==> src/rtl/core/assert_macros.svh <==
// ----------------------------------------------------------------------------
// assert_macros.svh
// Concurrent assertion helpers, sampled on clock, off while reset is high.
// ----------------------------------------------------------------------------
`ifndef ASSERT_MACROS_SVH
`define ASSERT_MACROS_SVH

// property holds at every edge
`define RFSB_CHECK(lbl, prop, msg) \
   lbl: assert property (@(posedge clock) disable iff (reset) (prop)) else $error(msg);

// pre at one edge implies post at the next
`define RFSB_NEXT(lbl, pre, post, msg) \
   lbl: assert property (@(posedge clock) disable iff (reset) (pre) |=> (post)) \
      else $error(msg);

`endif

==> src/rtl/core/rfsb_pkg.sv <==
// ----------------------------------------------------------------------------
// rfsb_pkg
// Shared constants and types of the row feather seam blender.
// ----------------------------------------------------------------------------
`default_nettype none

package rfsb_pkg;

   localparam int ROW_WIDTH = 2048;
   localparam int COL_W     = $clog2(ROW_WIDTH);
   localparam int CHAN_W    = 8;
   localparam int NUM_CHAN  = 3;

   localparam logic [COL_W-1:0] COL_MAX = COL_W'(ROW_WIDTH - 1);

   // 50-bit line store word: flags on top, warped BGR, base BGR (blue lowest)
   typedef struct packed {
      logic                               warped_present;
      logic                               base_present;
      logic [NUM_CHAN-1:0][CHAN_W-1:0]    warped;
      logic [NUM_CHAN-1:0][CHAN_W-1:0]    base;
   } line_word_type;

   typedef struct packed {
      logic [COL_W-1:0] first;
      logic [COL_W-1:0] last;
      logic             has;
   } span_type;

endpackage

`default_nettype wire

==> src/rtl/core/rfsb_row_track.sv <==
// ----------------------------------------------------------------------------
// rfsb_row_track
// Column counter and overlap span of the current and the previous row.
// ----------------------------------------------------------------------------
`default_nettype none
`include "assert_macros.svh"

module rfsb_row_track (
   input  logic                        clock,
   input  logic                        reset,
   input  logic                        accept,
   input  logic                        in_overlap,
   input  logic                        row_last,
   output logic [rfsb_pkg::COL_W-1:0]  col,
   output logic                        row_end,
   output rfsb_pkg::span_type          prev_span,
   output logic                        have_prev
);
   import rfsb_pkg::*;

   logic [COL_W-1:0] col_ff;
   span_type         cur_ff, prev_ff, cur_in;
   logic             have_prev_ff;

   always_comb begin
      row_end = row_last || (col_ff == COL_MAX);
      cur_in  = cur_ff;
      if (in_overlap) begin
         if (!cur_ff.has) begin
            cur_in.first = col_ff;
         end
         cur_in.last = col_ff;
         cur_in.has  = 1'b1;
      end
   end

   always_ff @(posedge clock) begin
      if (reset) begin
         col_ff       <= '0;
         cur_ff       <= '0;
         prev_ff      <= '0;
         have_prev_ff <= 1'b0;
      end else if (accept) begin
         if (row_end) begin
            prev_ff      <= cur_in;
            have_prev_ff <= 1'b1;
            cur_ff       <= '0;
            col_ff       <= '0;
         end else begin
            cur_ff <= cur_in;
            col_ff <= col_ff + 1'b1;
         end
      end
   end

   assign col       = col_ff;
   assign prev_span = prev_ff;
   assign have_prev = have_prev_ff;

   `RFSB_NEXT(a_row_wrap, accept && row_end, col_ff == '0, "column not cleared at row end")
   `RFSB_NEXT(a_col_step, accept && !row_end, col_ff == $past(col_ff) + 1'b1,
      "column did not advance")
   `RFSB_CHECK(a_span_order, !cur_ff.has || (cur_ff.first <= cur_ff.last),
      "span start after span end")

endmodule

`default_nettype wire

==> config.mk <==
export PLATFORM = sky130hd
export DESIGN_NAME = rfsb_row_track
export DESIGN_NICKNAME = d
export VERILOG_FILES = /design/src/rtl/core/rfsb_pkg.sv /design/src/rtl/core/rfsb_row_track.sv
export VERILOG_INCLUDE_DIRS = /design/src /design/src/rtl/core
export SDC_FILE = /design/constraint.sdc
export NUM_CORES = 1
export LEC_CHECK = 0
export BUFFER_PORTS_ARGS = -buffer_cell sky130_fd_sc_hd__clkbuf_2
export CORE_MARGIN = 3
export CORE_UTILIZATION = 35
export CTS_CLUSTER_SIZE = 24
export DETAILED_ROUTE_END_ITERATION = 7
export PLACE_DENSITY = 0.52
export SLEW_MARGIN = 20
export SYNTH_ARGS = -nofsm -noshare
export SYNTH_HDL_FRONTEND = slang
export SYNTH_SLANG_ARGS = --single-unit
==> constraint.sdc <==
create_clock -name clock -period 1.9 [get_ports clock]
set_input_delay 0.19 -clock clock [delete_from_list [all_inputs] [get_ports clock]]
set_output_delay 0.19 -clock clock [all_outputs]
set_load 0.02 [all_outputs]
==> flow_summary.ini, run 1 <==
[sta]
fmaxAchievable_mhz = 579.4
fin_ws_ns = 0.1740
finalCriticalPeriod_ns = 1.726
max_slew.worst_pin.slew_ns = 0.5824
setup-tns-final_ns = 0
fin_crit_sh_pct = 90.84
finClkSkew_ns = 0.008011
rsz0062_at_grt = false
finalHoldViolCount = 0
finalSetupViolCount = 0
max-slew-margin-rel_pct = 61.17
drv_slew = 0

[grt]
antenna_found_initial = 0
grt_pass1_wl_um = 10680
grt_use_total_pct = 15.83
grt_max_degree = 24
grt_pass1_vias = 2068
grt_overflow = 0

[synthesis]
avgSynthCellArea_sq_um = 10.53
ys_seq_elements = 58
synth_edf_count = 0
postSynthCellCount = 251
yosysUniqueCellTypes = 41
syn-cell-area_sq_um = 2644
synth_warnings = 0
synth.yosys.seq_area_share_pct = 43.92
syn_nets = 257
async_flop_share_pct = 0
synthFlopType = dfxtp_1

[cts]
cts_hold_buf = 0
cts.sinks = 58
cts-root-buf = clkbuf_8
clkTransAtPathRegs_ns = 0.07
cts_tree = built
cts_buffers = 9
htreeDepth = 3
clock_latency_ns = 0.33
cts_buffer_depth = 2

[routing]
drtIter0Drc = 45
wire_per_inst_um = 15.40
ant_nets = 0
vias_per_cell = 5.059
num_vias = 2064
wirelength_um = 6285
drc = 0
firstDrtPassIters = 4

[setup_path]
worst_setup_path_start_kind = register
cp-end-kind = primary output
worst-path-stages = 5
cp_slowest_cell = dfxtp_1
crit_buf_inv = 2
rr_startpoint = col[0]$_SDFFE_PP0P_
path_cells = ha_1 -> and4_1 -> a41oi_2 -> inv_4 -> clkbuf_2
cp_max_fo = 6
crit_family = flip-flops
crit_path_start = col[0]$_SDFFE_PP0P_
critical_path_required_ns = 1.71
critPathKind = reg -> out
reg2reg_slack_ns = 0.29
rr_worst_depth = 5
cpPeakStageDelay_ns = 0.31
timing.rr.end = prev_span[9]$_SDFFE_PP0P_
endpoint = row_end
cp.arrival_ns = 1.54

[final_layout]
fin_nets = 310
areaGrowthSynthToFinish_pct = 22.67
drive_gt1_share_pct = 37.22
diodes = 0
layout_commonest_cell = dfxtp_1
final_cell_mix = 57 x dfxtp_1, 40 x clkbuf_2, 30 x mux2i_1
final_core_util_pct = 44.47

[floorplanning]
fp.coreArea_sq_um = 7292
die_x_um = 92.91
start_util_pct = 36.26
dieArea_sq_um = 8632
die_y_um = 92.91
rows = 31
num_io_pins = 41

[power]
p_comb_share_pct = 8.8
vdd_drop_max_mv = 0.4513
p_switching_uw = 646.4
clkPwrFrac_pct = 45.6
p_int_uw = 2098
pwr-share-seq_pct = 45.6
p_per_area_nw_per_um2 = 846.2
sw_frac_of_total_pct = 23.56
p_leak_uw = 0.001292

[placed_design]
io_buffers = 40
gp_congestion = 0.7588
post-place-ws_ns = 0.2940
dp_hpwl_um = 4491

[run_status]
status = completed

[flow_run]
max-cap-violations = 0

[worst_hold_path]
hold_class = in -> reg
-- power groups by stage --
stage | sequential [uW] | clock, uW | combinational [uW]
after detailed placement | 1280 | 0 | 241
after global placement | 1280 | 0 | 240
final | 1250 | 1250 | 242
after global routing | 1250 | 1340 | 262
after CTS | 1250 | 1300 | 242
after floorplan | 1300 | 0 | 148
-- what timing repair did --
item | 4_1_cts | 5_1_grt
resized for setup | 1 | 1
buffers inserted | 0 | 2
setup endpoints to repair | 1 | 1
pin swaps | 0 | 1
-- tightest hold or removal path, delay by kind of cell --
family,cells,cell delay [ns]
compound gates,2,0.18
buf+inv,2,0.20
-- worst min-delay path by stage --
stage,from,end,slack [ns],cells after the start
2_1_floorplan,row_last,cur_ff[18]$_SDFFE_PP0P_,0.39,3
3_3_place_gp,cur_ff[18]$_SDFFE_PP0P_,cur_ff[18]$_SDFFE_PP0P_,0.44,2
3_5_place_dp,prev_span[21]$_SDFFE_PP0P_,prev_span[21]$_SDFFE_PP0P_,0.45,2
4_1_cts,reset,prev_span[8]$_SDFFE_PP0P_,0.27,3
5_1_grt,row_last,prev_span[2]$_SDFFE_PP0P_,0.27,4
6_report,row_last,prev_span[2]$_SDFFE_PP0P_,0.26,4
-- cell type report --
type                       count  area (sq um)
fill                         740          4049
tap                           99         123.9
sequential                    58          1162
timing repair buffer          70         437.9
clock buffer                  11         141.4
clock inverter                 5         77.57
multi-input combinational    159          1275
inverter                       6         25.02
-- routing by layer --
layer	vias up	track usage, %	share of wire [%]
li1	1034	-	-
met1	963	21.20	48
met2	57	24.18	45
met3	10	4.955	5.5
met4	0	5.128	1.4
met5	-	0	0
-- cell families (layout without fill, tap and decap cells) --
family,count (synthesis),after routing,share of synthesized area (%)
AND/OR/NAND/NOR,57,57,13.58
flip-flops,58,58,43.92
adder cells (fa/ha/maj),1,1,0.4732
AO/OA/AOI/OAI,67,67,21.44
multiplexers,30,30,11.36
XOR/XNOR,4,4,1.325
buffers and inverters,34,92,7.903
-- registers in the layout (all words and copies together), names as in the netlist --
| name | flops |
|---|---|
| have_prev | 1 |
| prev_span | 23 |
| col | 11 |
| cur_ff | 23 |
-- synth_stat cells (3+ instances only) --
master / n / share of area (%)
inv_1: 5 / 0.71
or4_1: 3 / 0.85
nor2_4: 10 / 4.3
clkbuf_1: 6 / 0.85
nand4_1: 3 / 0.71
a211oi_1: 12 / 3.4
xor2_1: 3 / 0.99
a311oi_1: 12 / 4.0
buf_1: 3 / 0.43
a22o_1: 14 / 4.6
nand3_1: 6 / 1.1
o31ai_1: 5 / 1.4
a21oi_2: 6 / 2.0
dfxtp_1: 58 / 44
a21oi_1: 4 / 0.76
buf_2: 10 / 1.9
nor2_2: 4 / 0.95
o32ai_1: 4 / 1.3
buf_6: 6 / 2.6
nor2_1: 9 / 1.3
nand2_1: 13 / 1.8
mux2i_1: 30 / 11
-- metrics by stage --
stage,area [sq um],cells,hold slack [ns],total power [uW]
after floorplan,2644,251,0.3943,1450
after global placement,3005,390,0.4351,1518
after detailed placement,3005,390,0.4452,1519
after CTS,3227,406,0.2701,2788
after global routing,3243,408,0.2654,2857
final,3243,408,0.2638,2744
(Power assumes the default switching activity.)
==> run 2, diff against run 1 <==
Settings changed: PLACE_DENSITY 0.52 to 0.56.
==> flow_summary.ini, run 2 (same netlist as run 1, synthesis figures left out) <==
[run_status]
status = completed

[setup_path]
worst_setup_path_start_kind = register
endpoint = row_end
rr_startpoint = col[0]$_SDFFE_PP0P_
critPathKind = reg -> out
rr_worst_depth = 5
reg2reg_slack_ns = 0.24
timing.rr.end = prev_span[14]$_SDFFE_PP0P_
path_cells = and4_1 -> a41oi_2 -> inv_4 -> clkbuf_2
critical_path_required_ns = 1.71
cp_max_fo = 6
cp.arrival_ns = 1.58
crit_path_start = col[9]$_SDFFE_PP0P_
cpPeakStageDelay_ns = 0.41
cp-end-kind = primary output
cp_slowest_cell = dfxtp_1

[power]
p_per_area_nw_per_um2 = 865.9
p_leak_uw = 0.001252
vdd_drop_max_mv = 0.5691

[sta]
fmaxAchievable_mhz = 566.5
drv_slew = 0
setup-tns-final_ns = 0
fin_crit_sh_pct = 92.91
fin_ws_ns = 0.1346
finalHoldViolCount = 0
finalCriticalPeriod_ns = 1.765
finalSetupViolCount = 0
max-slew-margin-rel_pct = 57.34
finClkSkew_ns = 0.007916
max_slew.worst_pin.slew_ns = 0.6399
rsz0062_at_grt = false

[floorplanning]
dieArea_sq_um = 8632
die_x_um = 92.91
fp.coreArea_sq_um = 7292
die_y_um = 92.91
start_util_pct = 36.26
rows = 31
num_io_pins = 41

[final_layout]
drive_gt1_share_pct = 36.51
final_cell_mix = 58 x dfxtp_1, 40 x clkbuf_2, 30 x mux2i_1
fin_nets = 305
diodes = 0
fin_area_sq_um = 3203
areaGrowthSynthToFinish_pct = 21.15
layout_commonest_cell = dfxtp_1
fill_cells = 739

[cts]
cts_hold_buf = 0
htreeDepth = 3
cts_buffers = 9
cts-root-buf = clkbuf_8
cts.sinks = 58
clkTransAtPathRegs_ns = 0.07
clock_latency_ns = 0.34
cts_tree = built
cts_buffer_depth = 2

[placed_design]
gp_congestion = 0.7422
io_buffers = 40
dp_hpwl_um = 4406
place_area_sq_um = 2963
post-place-ws_ns = 0.2092

[routing]
firstDrtPassIters = 4
drtIter0Drc = 75
num_vias = 2084
ant_nets = 0
drc = 0
vias_per_cell = 5.171
wire_per_inst_um = 15.68
wirelength_um = 6319

[grt]
grt_pass1_wl_um = 10590
grt_use_total_pct = 15.77
grt_max_degree = 17
antenna_found_initial = 0
grt_overflow = 0
grt_pass1_vias = 2046

[worst_hold_path]
hold_class = in -> reg

[flow_run]
max-cap-violations = 0
-- run 2: cell types whose count changed in the layout (fill, tap and decap cells not counted) --
| cell | change |
|---|---|
| buf_4 | -4 |
| clkinv_2 | -2 |
| clkbuf_1 | -1 |
| clkinvlp_4 | +3 |
| buf_12 | -1 |
| and4_1 | -1 |
| dfxtp_2 | -1 |
| dfxtp_1 | +1 |
| and4_4 | +1 |
-- run 2: area by class of cell --
| class | count | area (sq um) | area share [%] |
|---|---|---|---|
| sequential | 58 | 1161 | 36.25 |
| timing repair buffer | 65 | 387.9 | 12.11 |
| multi-input combinational | 159 | 1277 | 39.88 |
| tap | 99 | 123.9 | 3.867 |
| inverter | 6 | 25.02 | 0.7813 |
| clock inverter | 6 | 90.09 | 2.813 |
| clock buffer | 10 | 137.6 | 4.297 |
-- run 2: what timing repair did --
action	in CTS	in global routing
resized for setup	2	1
buffers inserted	1	0
pin swaps	1	0
setup endpoints to repair	1	1
gates cloned	0	0
hold endpoints to repair	0	0
-- run 2: stage by stage --
step / hold WS [ns] / std cells / total power [uW] / utilization [%]
after floorplan: 0.3943 / 251 / 1450 / -
after global placement: 0.4416 / 386 / 1511 / 40.63
after detailed placement: 0.4455 / 386 / 1514 / 40.63
after CTS: 0.2565 / 403 / 2809 / 43.91
after global routing: 0.2840 / 403 / 2881 / 43.93
final: 0.2583 / 403 / 2774 / 43.93
-- run 2: critical path, delay by kind of cell (launching register included) --
family | cells | cell delay, ns
AND/OR/NAND/NOR | 1 | 0.37
buffers and inverters | 2 | 0.25
AO/OA/AOI/OAI | 1 | 0.20
flip-flops | 1 | 0.41
-- run 2: power by group --
part | internal, uW | switching [uW]
Combinational | 85.5 | 152
Sequential | 1240 | 12.1
Clock | 773 | 514
-- run 2: routing by layer --
metal | part of all wire [%] | GRT usage, % | vias to the layer above
li1 | - | - | 1030
met1 | 49 | 20.82 | 985
met2 | 43 | 23.28 | 56
met3 | 5.8 | 5.768 | 13
met4 | 2.4 | 6.227 | 0
met5 | 0 | 0 | -
-- run 2: worst min-delay path by stage --
stage | from | end | slack, ns | cells after the start
CTS | in_overlap | prev_span[0]$_SDFFE_PP0P_ | 0.26 | 3
finish | in_overlap | prev_span[0]$_SDFFE_PP0P_ | 0.26 | 3
floorplan | row_last | cur_ff[18]$_SDFFE_PP0P_ | 0.39 | 3
detailed placement | cur_ff[21]$_SDFFE_PP0P_ | cur_ff[21]$_SDFFE_PP0P_ | 0.45 | 2
global placement | cur_ff[16]$_SDFFE_PP0P_ | cur_ff[16]$_SDFFE_PP0P_ | 0.44 | 2
global route | reset | prev_span[9]$_SDFFE_PP0P_ | 0.28 | 3
