File: src/rtl/core/assert_macros.svh
// ----------------------------------------------------------------------------
// assert_macros.svh
// Concurrent assertion helpers, sampled on clock, off while reset is high.
// ----------------------------------------------------------------------------
`ifndef ASSERT_MACROS_SVH
`define ASSERT_MACROS_SVH

// property holds at every edge
`define RFSB_CHECK(lbl, prop, msg) \
   lbl: assert property (@(posedge clock) disable iff (reset) (prop)) else $error(msg);

// pre at one edge implies post at the next
`define RFSB_NEXT(lbl, pre, post, msg) \
   lbl: assert property (@(posedge clock) disable iff (reset) (pre) |=> (post)) \
      else $error(msg);

`endif

File: src/rtl/core/rfsb_pkg.sv
// ----------------------------------------------------------------------------
// rfsb_pkg
// Shared constants and types of the row feather seam blender.
// ----------------------------------------------------------------------------
`default_nettype none

package rfsb_pkg;

   localparam int ROW_WIDTH = 2048;
   localparam int COL_W     = $clog2(ROW_WIDTH);
   localparam int CHAN_W    = 8;
   localparam int NUM_CHAN  = 3;

   localparam logic [COL_W-1:0] COL_MAX = COL_W'(ROW_WIDTH - 1);

   // 50-bit line store word: flags on top, warped BGR, base BGR (blue lowest)
   typedef struct packed {
      logic                               warped_present;
      logic                               base_present;
      logic [NUM_CHAN-1:0][CHAN_W-1:0]    warped;
      logic [NUM_CHAN-1:0][CHAN_W-1:0]    base;
   } line_word_type;

   typedef struct packed {
      logic [COL_W-1:0] first;
      logic [COL_W-1:0] last;
      logic             has;
   } span_type;

endpackage

`default_nettype wire

File: src/rtl/core/rfsb_lane.sv
// ----------------------------------------------------------------------------
// rfsb_lane
// One color channel: weighted sum, then restoring divide, one bit per cycle.
// ----------------------------------------------------------------------------
`default_nettype none

module rfsb_lane (
   input  logic                                clock,
   input  logic                                reset,
   input  logic                                start,
   input  logic [rfsb_pkg::CHAN_W-1:0]         warped_val,
   input  logic [rfsb_pkg::CHAN_W-1:0]         base_val,
   input  logic [rfsb_pkg::COL_W-1:0]          num,
   input  logic [rfsb_pkg::COL_W-1:0]          den,
   output logic                                done,
   output logic [rfsb_pkg::CHAN_W-1:0]         quot
);
   import rfsb_pkg::*;

   localparam int PROD_W = COL_W + CHAN_W;
   localparam int REM_W  = PROD_W + 2;
   localparam int STEP_W = $clog2(CHAN_W);

   typedef enum logic [1:0] {L_IDLE, L_MUL, L_SUM, L_DIV} lane_state_type;

   lane_state_type      state_ff;
   logic [CHAN_W-1:0]   w_ff, b_ff, q_ff;
   logic [COL_W-1:0]    num_ff, den_ff;
   logic [PROD_W-1:0]   prod_ff;
   logic [REM_W-1:0]    rem_ff, dvs_ff;
   logic [STEP_W-1:0]   step_ff;
   logic                done_ff;

   logic [COL_W-1:0]    rest;
   logic [PROD_W-1:0]   total_in;
   logic                take;

   always_comb begin
      rest     = den_ff - num_ff;
      total_in = prod_ff + PROD_W'(rest) * PROD_W'(b_ff);
      take     = (rem_ff >= dvs_ff);
   end

   always_ff @(posedge clock) begin
      if (reset) begin
         state_ff <= L_IDLE;
         done_ff  <= 1'b0;
      end else begin
         done_ff <= 1'b0;
         case (state_ff)
            L_IDLE: begin
               if (start) begin
                  w_ff     <= warped_val;
                  b_ff     <= base_val;
                  num_ff   <= num;
                  den_ff   <= den;
                  state_ff <= L_MUL;
               end
            end
            L_MUL: begin
               prod_ff  <= PROD_W'(num_ff) * PROD_W'(w_ff);
               state_ff <= L_SUM;
            end
            L_SUM: begin
               rem_ff   <= {1'b0, total_in, 1'b0} + REM_W'(den_ff);
               dvs_ff   <= REM_W'({den_ff, {CHAN_W{1'b0}}});
               step_ff  <= STEP_W'(CHAN_W - 1);
               state_ff <= L_DIV;
            end
            L_DIV: begin
               if (take) begin
                  rem_ff <= rem_ff - dvs_ff;
               end
               q_ff   <= {q_ff[CHAN_W-2:0], take};
               dvs_ff <= dvs_ff >> 1;
               if (step_ff == '0) begin
                  done_ff  <= 1'b1;
                  state_ff <= L_IDLE;
               end else begin
                  step_ff <= step_ff - 1'b1;
               end
            end
            default: state_ff <= L_IDLE;
         endcase
      end
   end

   assign done = done_ff;
   assign quot = q_ff;

endmodule

`default_nettype wire

File: config.mk
export PLATFORM = sky130hd
export DESIGN_NAME = rfsb_lane
export DESIGN_NICKNAME = d
export VERILOG_FILES = /design/src/rtl/core/assert_macros.svh /design/src/rtl/core/rfsb_pkg.sv /design/src/rtl/core/rfsb_lane.sv
export SDC_FILE = /design/constraint.sdc
export NUM_CORES = 1
export LEC_CHECK = 0
export BUFFER_PORTS_ARGS = -buffer_cell sky130_fd_sc_hd__buf_4
export CORE_UTILIZATION = 65
export DETAILED_ROUTE_END_ITERATION = 8
export GPL_ROUTABILITY_DRIVEN = 0
export GPL_TIMING_DRIVEN = 1
export PLACE_DENSITY_LB_ADDON = 0.2
export SETUP_SLACK_MARGIN = 0.05
export SYNTH_ARGS = -nofsm -noshare
export SYNTH_HDL_FRONTEND = slang
export SYNTH_SLANG_ARGS = --single-unit
File: constraint.sdc
create_clock -name clock -period 12.39 [get_ports clock]
set_input_delay 3.717 -clock clock [delete_from_list [all_inputs] [get_ports clock]]
set_output_delay 3.717 -clock clock [all_outputs]
set_load 0.03 [all_outputs]
==> summary.md, run 1 <==
| Metric | Value |
|---|---|
| Outcome | `finished clean` |
| Slew Viols, Final | `0` |
| Synthesized area per cell | `about 10 um2` |
| Ports | `50` |
| Setup crit end kind | `flop` |
| Post-detail-place hpwl | `slightly below 20 mm` |
| # Max-Cap Violations | `0` |
| Routed wire length | `24.16 mm` |
| Worst Hold Depth | `0` |
| CTS Hold Bufs | `0` |
| Final setup TNS | `0 ns` |
| Die Y | `137.3 um` |
| Initial DRC count | `373` |
| GRT met2 Usage | `a little over half` |
| R2r endpoint | `rem_ff[19]` |
| RSZ-0062 raised after global routing | `false` |
| Most Used Layer, Global Route | `met2` |
| Core footprint | `17,960 um2` |
| Mapped Nets | `1,487` |
| Ant. Diodes | `0` |
| Crit path DAT | `8.01 ns` |
| Wire per inst | `16.48 um` |
| Resize count post-CTS | `0` |
| Slowest stage delay, CP | `0.52 ns` |
| Clk pin slew, worst setup/hold paths | `0.10 ns` |
| CTS max path bufs | `2` |
| Sequential share of the synthesized area | `27.77%` |
| Grt met3 use | `3.679%` |
| Synth top area share | `a little over a quarter` |
| Synthesized cell area | `11,890 um2` |
| CTS tree | `yes` |
| Number of core rows | `49` |
| GRT Total Usage | `28.19%` |
| CP max-delay cell | `edfxtp_1` |
| Postcts setup bufs | `0` |
| Number of synthesized flops with an enable pin | `between 100 and 150` |
| Worst Path Max Fanout | `9` |
| Final core occ | `71.23%` |
| Area leader, netlist | `edfxtp_1` |
| R2R Setup Slk | `4.49 ns` |
| Min-Delay Endpoint | `quot[3]` |
| Mapped Cells | `roughly 1,200` |
| Fill cells | `approximately 1,300` |
| Yosys reg bits | `between 100 and 150` |
| Share of layout cells above drive strength 1 | `7.114%` |
| Post-synth cell types | `60` |
| Worst min-delay path startpoint | `quot[2]` |
| CP required | `12.50 ns` |
| ANT nets after route | `0` |
| Setup CP Type | `flop to flop` |
| H-tree lvl count | `3` |
| Met1 usage | `about a third` |
| Share of flip-flops with an asynchronous set or reset | `0%` |
| First-pass GRT wire length | `40.25 mm` |
| Synth area leaders | `edfxtp_1 27%, fa_1 22%, ha_1 13%, inv_1 7.0%, and2_1 5.6%` |
| Nets | `around 1,500` |
| First drt pass iteration count | `5` |
| Initial antenna violation count | `0` |
| HP Class | `flop to flop` |
| Initial Utilization | `approximately two thirds` |
| Vias in the first global route | `8,713` |
| GRT overflow | `0` |
| Rel. slew slack | `28.88%` |
| Largest net degree at the start of global routing | `47` |
| Yosys warnings | `0` |
| DIE AREA | `18,840 um2` |
| Fmax | `0.1266 GHz` |
| Vias | `8,185` |
| R2R Path Start | `num_ff[1]` |
| Die Wd | `137.3 um` |
| Startpoint types | `flop` |
| Final period utilization | `between 60% and 70%` |
| Slew at the pin closest to its max-slew limit | `about 1.1 ns` |
| Cts bufs inserted | `9` |
| Area growth, synth to finish | `7.574%` |
| Root Buffer | `clkbuf_16` |
| DRC | `0` |
| Clock latency on the worst-skew pair | `0.37 ns` |
| Worst Reg-to-Reg Cells | `30` |
| Top_reg_cell synth | `edfxtp_1` |
| Post-Route Skew | `0.01931 ns` |
| Port buffer count | `49` |
| Min cycle time layout | `a little under 8 ns` |
| Crit. Startpoint | `num_ff[1]` |
| Final Hold Vio Count | `0` |
| Endpoints failing setup | `0` |
| CTS Sinks | `111` |
| DR vias/cell | `5.583` |
## stage by stage
stage,hold slack (ns),setup WS (ns),instance area (um2),cells
2_1_floorplan,0.5071,5.301,11890,1196
3_3_place_gp,0.4350,4.775,12480,1450
3_5_place_dp,0.4387,4.525,12480,1450
4_1_cts,0.4624,4.483,12790,1466
5_1_grt,0.4716,3.801,12790,1466
6_report,0.4637,4.491,12790,1466
## cell usage after synthesis, types with 5 or more instances
library cell	n
inv_1	222
fa_1	128
ha_1	122
edfxtp_1	108
and2_1	106
nand2_1	94
nor2_1	56
a21oi_1	54
xnor2_1	49
o21ai_0	28
clkbuf_1	26
nor2b_1	21
a21o_1	19
xor2_1	17
nor3_1	12
mux2_2	10
nand2b_1	10
nand3_1	10
o21ai_1	9
and3_1	8
o21a_1	7
o21bai_1	7
or3_1	7
nand4_1	5
o31ai_1	5
## layout make-up
type | instances | area, um2 | share of cell area (%)
multi-input combinational | 837 | 7670 | 59.95
sequential | 111 | 3303 | 25.82
inverter | 222 | 833.3 | 6.513
timing repair buffer | 51 | 382.9 | 2.992
tap | 229 | 286.5 | 2.239
clock buffer | 9 | 225.2 | 1.760
clock inverter | 7 | 93.84 | 0.7334
## cell families after synthesis
kind of cell	share of synthesized area, %
AO/OA/AOI/OAI	9.005
XOR/XNOR	4.860
adder cells (fa/ha/maj)	34.38
buffers and inverters	7.827
flip-flops	27.77
multiplexers	1.115
AND/OR/NAND/NOR	15.04
## sequential cells by signal (all words and copies together) (netlist names), 8 cells and up
name and count:
w_ff 8, quot 8, den_ff 11, dvs_ff 19, rem_ff 21, prod_ff 19, num_ff 11, b_ff 8
## worst max-delay path: cells and delay by family (launching register included)
kind	cells	cell delay [ns]
flip-flops	1	0.52
XOR/XNOR	3	0.75
AO/OA/AOI/OAI	10	2.09
adder cells (fa/ha/maj)	7	2.99
AND/OR/NAND/NOR	6	1.01
buffers and inverters	4	0.28
## worst max path at each step
stage                  to  slack (ns)
5_1_grt        rem_ff[19]        3.80
2_1_floorplan  rem_ff[19]        5.30
4_1_cts        rem_ff[19]        4.48
3_3_place_gp   rem_ff[19]        4.77
3_5_place_dp   rem_ff[19]        4.52
6_report       rem_ff[19]        4.49
## cells in the final DEF (no fill, tap or decap), types with 9 or more instances in the layout
cell       netlist  routed
a21o_1          19      19
a21oi_1         54      54
and2_1         106     106
buf_4            0      51
clkbuf_16        0       9
edfxtp_1       108     108
fa_1           128     128
ha_1           122     122
inv_1          222     222
mux2_2          10      10
nand2_1         94      94
nand2b_1        10      10
nand3_1         10      10
nor2_1          56      55
nor2b_1         21      20
nor3_1          12      12
o21ai_0         28      28
o21ai_1          9       9
xnor2_1         49      49
xor2_1          17      17
## per-layer routing
metal	up-vias	wire length (um)
met5	-	0
met4	0	649
met3	44	805
met2	181	12700
met1	3990	10000
li1	3970	-
Power of run 1 is not shown: default switching activity piles up to over one toggle a cycle in this logic, so the estimate is an artifact.
==> run 2, diff against run 1 <==
--- a/config.mk
+++ b/config.mk
@@ -6,7 +6,7 @@
 export NUM_CORES = 1
 export LEC_CHECK = 0
 export BUFFER_PORTS_ARGS = -buffer_cell sky130_fd_sc_hd__buf_4
-export CORE_UTILIZATION = 65
+export CORE_UTILIZATION = 58
 export DETAILED_ROUTE_END_ITERATION = 8
 export GPL_ROUTABILITY_DRIVEN = 0
 export GPL_TIMING_DRIVEN = 1
==> constraint.sdc (replaced) <==
create_clock -name clock -period 6.9 [get_ports clock]
set_input_delay 2.07 -clock clock [delete_from_list [all_inputs] [get_ports clock]]
set_output_delay 2.07 -clock clock [all_outputs]
set_load 0.03 [all_outputs]
==> summary.md, run 2 (synthesized netlist as in run 1, its figures left out) <==
| Metric | Value |
|---|---|
| H-tree lvl count | `3` |
| Slew Viols, Final | `0` |
| CP required | `7.08 ns` |
| Final setup TNS | `-0.02070 ns` |
| Initial Utilization | `58.97%` |
| Worst min-delay path startpoint | `quot[2]` |
| Fill cells | `1,592` |
| Outcome | `complete, but fails checks` |
| R2r endpoint | `rem_ff[15]` |
| Wire per inst | `between 15 and 20 um` |
| # Max-Cap Violations | `0` |
| Final period utilization | `100.3%` |
| Initial antenna violation count | `0` |
| GRT Total Usage | `24.23%` |
| Register Area | `3303 um2` |
| First-pass GRT wire length | `40.61 mm` |
| Largest net degree at the start of global routing | `47` |
| Core footprint | `20,170 um2` |
| Commonest non-fill, non-tap cell in the layout | `inv_1` |
| Ports | `50` |
| HP Class | `flop to flop` |
| Rel. slew slack | `27.63%` |
| Share of layout cells above drive strength 1 | `about 14%` |
| CP max-delay cell | `fa_1` |
| Violated checks | `setup timing` |
| R2R Setup Slk | `-0.02 ns` |
| Ant. Diodes | `0` |
| Highest-count cells in the layout ignoring fill and taps | `217 x inv_1, 127 x fa_1, 119 x ha_1` |
| Slowest stage delay, CP | `0.53 ns` |
| Post-route setup slack | `-0.02070 ns` |
| Fmax | `0.1445 GHz` |
| Hold slack | `0.4629 ns` |
| Port buffer count | `about 50` |
| R2R Path Start | `den_ff[0]` |
| Slew at the pin closest to its max-slew limit | `1.083 ns` |
| Clk pin slew, worst setup/hold paths | `0.09 ns` |
| CTS Sinks | `111` |
| DR vias/cell | `5.340` |
| Nets | `1,580` |
| Min-Delay Endpoint | `quot[3]` |
| Min cycle time layout | `6.921 ns` |
| Clock latency on the worst-skew pair | `0.38 ns` |
| Max reg flops | `21` |
| Worst Reg-to-Reg Cells | `31` |
| ANT nets after route | `0` |
| DRC | `0` |
| Vias in the first global route | `around 9,000` |
| Die Wd | `roughly 150 um` |
| Number of core rows | `52` |
| CTS max path bufs | `2` |
| Worst Path Max Fanout | `3` |
| Setup CP Type | `flop to flop` |
| Initial DRC count | `269` |
| Multi-input logic area | `7868 um2` |
| Setup crit end kind | `flop` |
| Largest Register | `rem_ff` |
| Endpoints failing setup | `1` |
| GRT overflow | `0` |
| CTS tree | `yes` |
| Area growth, synth to finish | `13.31%` |
| DIE AREA | `21,080 um2` |
| Die Y | `145.2 um` |
| Post-Route Skew | `around 0.023 ns` |
| RSZ-0062 raised after global routing | `true` |
| Cts bufs inserted | `9` |
| Vias | `8,352` |
| First drt pass iteration count | `5` |
| Routed wire length | `24.06 mm` |
| Most used cell, CP | `fa_1` |
| Setup WS pre-CTS | `-0.1362 ns` |
| Worst Hold Depth | `0` |
| Root Buffer | `clkbuf_16` |
| Post-detail-place hpwl | `between 15 and 20 mm` |
| Crit path DAT | `7.10 ns` |
| Top Registers | `rem_ff x21, dvs_ff x19, prod_ff x19` |
| Final Hold Vio Count | `0` |
| Startpoint types | `flop` |
[run 2: cell count changes in the layout (fill, tap and decap cells not counted), sizes merged]
cell,previous run,this run
inv,228,224
clkinvlp,0,1
buf,51,108
clkinv,1,4
[run 2: how the worst max path moves through the flow]
stage / start / slack, ns / depth (start not counted) / to
after floorplan: num_ff[1] / 0.07 / 30 / rem_ff[19]
after global placement: den_ff[0] / 0.0007 / 31 / rem_ff[19]
after detailed placement: num_ff[1] / -0.14 / 30 / rem_ff[19]
after CTS: den_ff[0] / 0.04 / 31 / rem_ff[19]
after global routing: den_ff[0] / -0.35 / 31 / rem_ff[15]
final: den_ff[0] / -0.02 / 31 / rem_ff[15]
[run 2: final cells by class]
type | instances | area share [%]
Clock inverter | 7 | 0.7056
Multi-Input combinational cell | 837 | 58.38
Timing Repair Buffer | 108 | 6.044
Sequential cell | 111 | 24.51
Clock buffer | 9 | 1.671
Inverter | 222 | 6.183
Tap cell | 270 | 2.507
[run 2: routing by layer]
metal	track usage, %	vias to the layer above	wire length [um]
li1	-	4073	-
met1	27.47	4101	10010
met2	45.79	132	12690
met3	2.956	46	633
met4	9.895	0	724
met5	0	-	0
[run 2: critical path: cells and delay by family, from the launching register on]
| family | cells | cell delay [ns] |
|---|---|---|
| mux | 1 | 0.21 |
| simple gates | 3 | 0.66 |
| fa+ha+maj | 7 | 2.67 |
| compound gates | 11 | 2.02 |
| flops | 1 | 0.41 |
| buf+inv | 9 | 0.75 |
[run 2: what timing repair did]
item	CTS	global route
buffers inserted	11	11
gates resized for setup	15	28
pin swaps	18	27
endpoints found under the setup margin	9	10
hold buffers	0	0
[run 2: through the flow]
step / util [%] / instance area, um2 / std cells
3_5_place_dp: 63.60 / 12830 / 1526
4_1_cts: 65.86 / 13280 / 1553
5_1_grt: 66.82 / 13480 / 1564
2_1_floorplan: - / 11930 / 1196
6_report: 66.82 / 13480 / 1564
3_3_place_gp: 63.60 / 12830 / 1526
Power of run 2 is left out for the same reason.
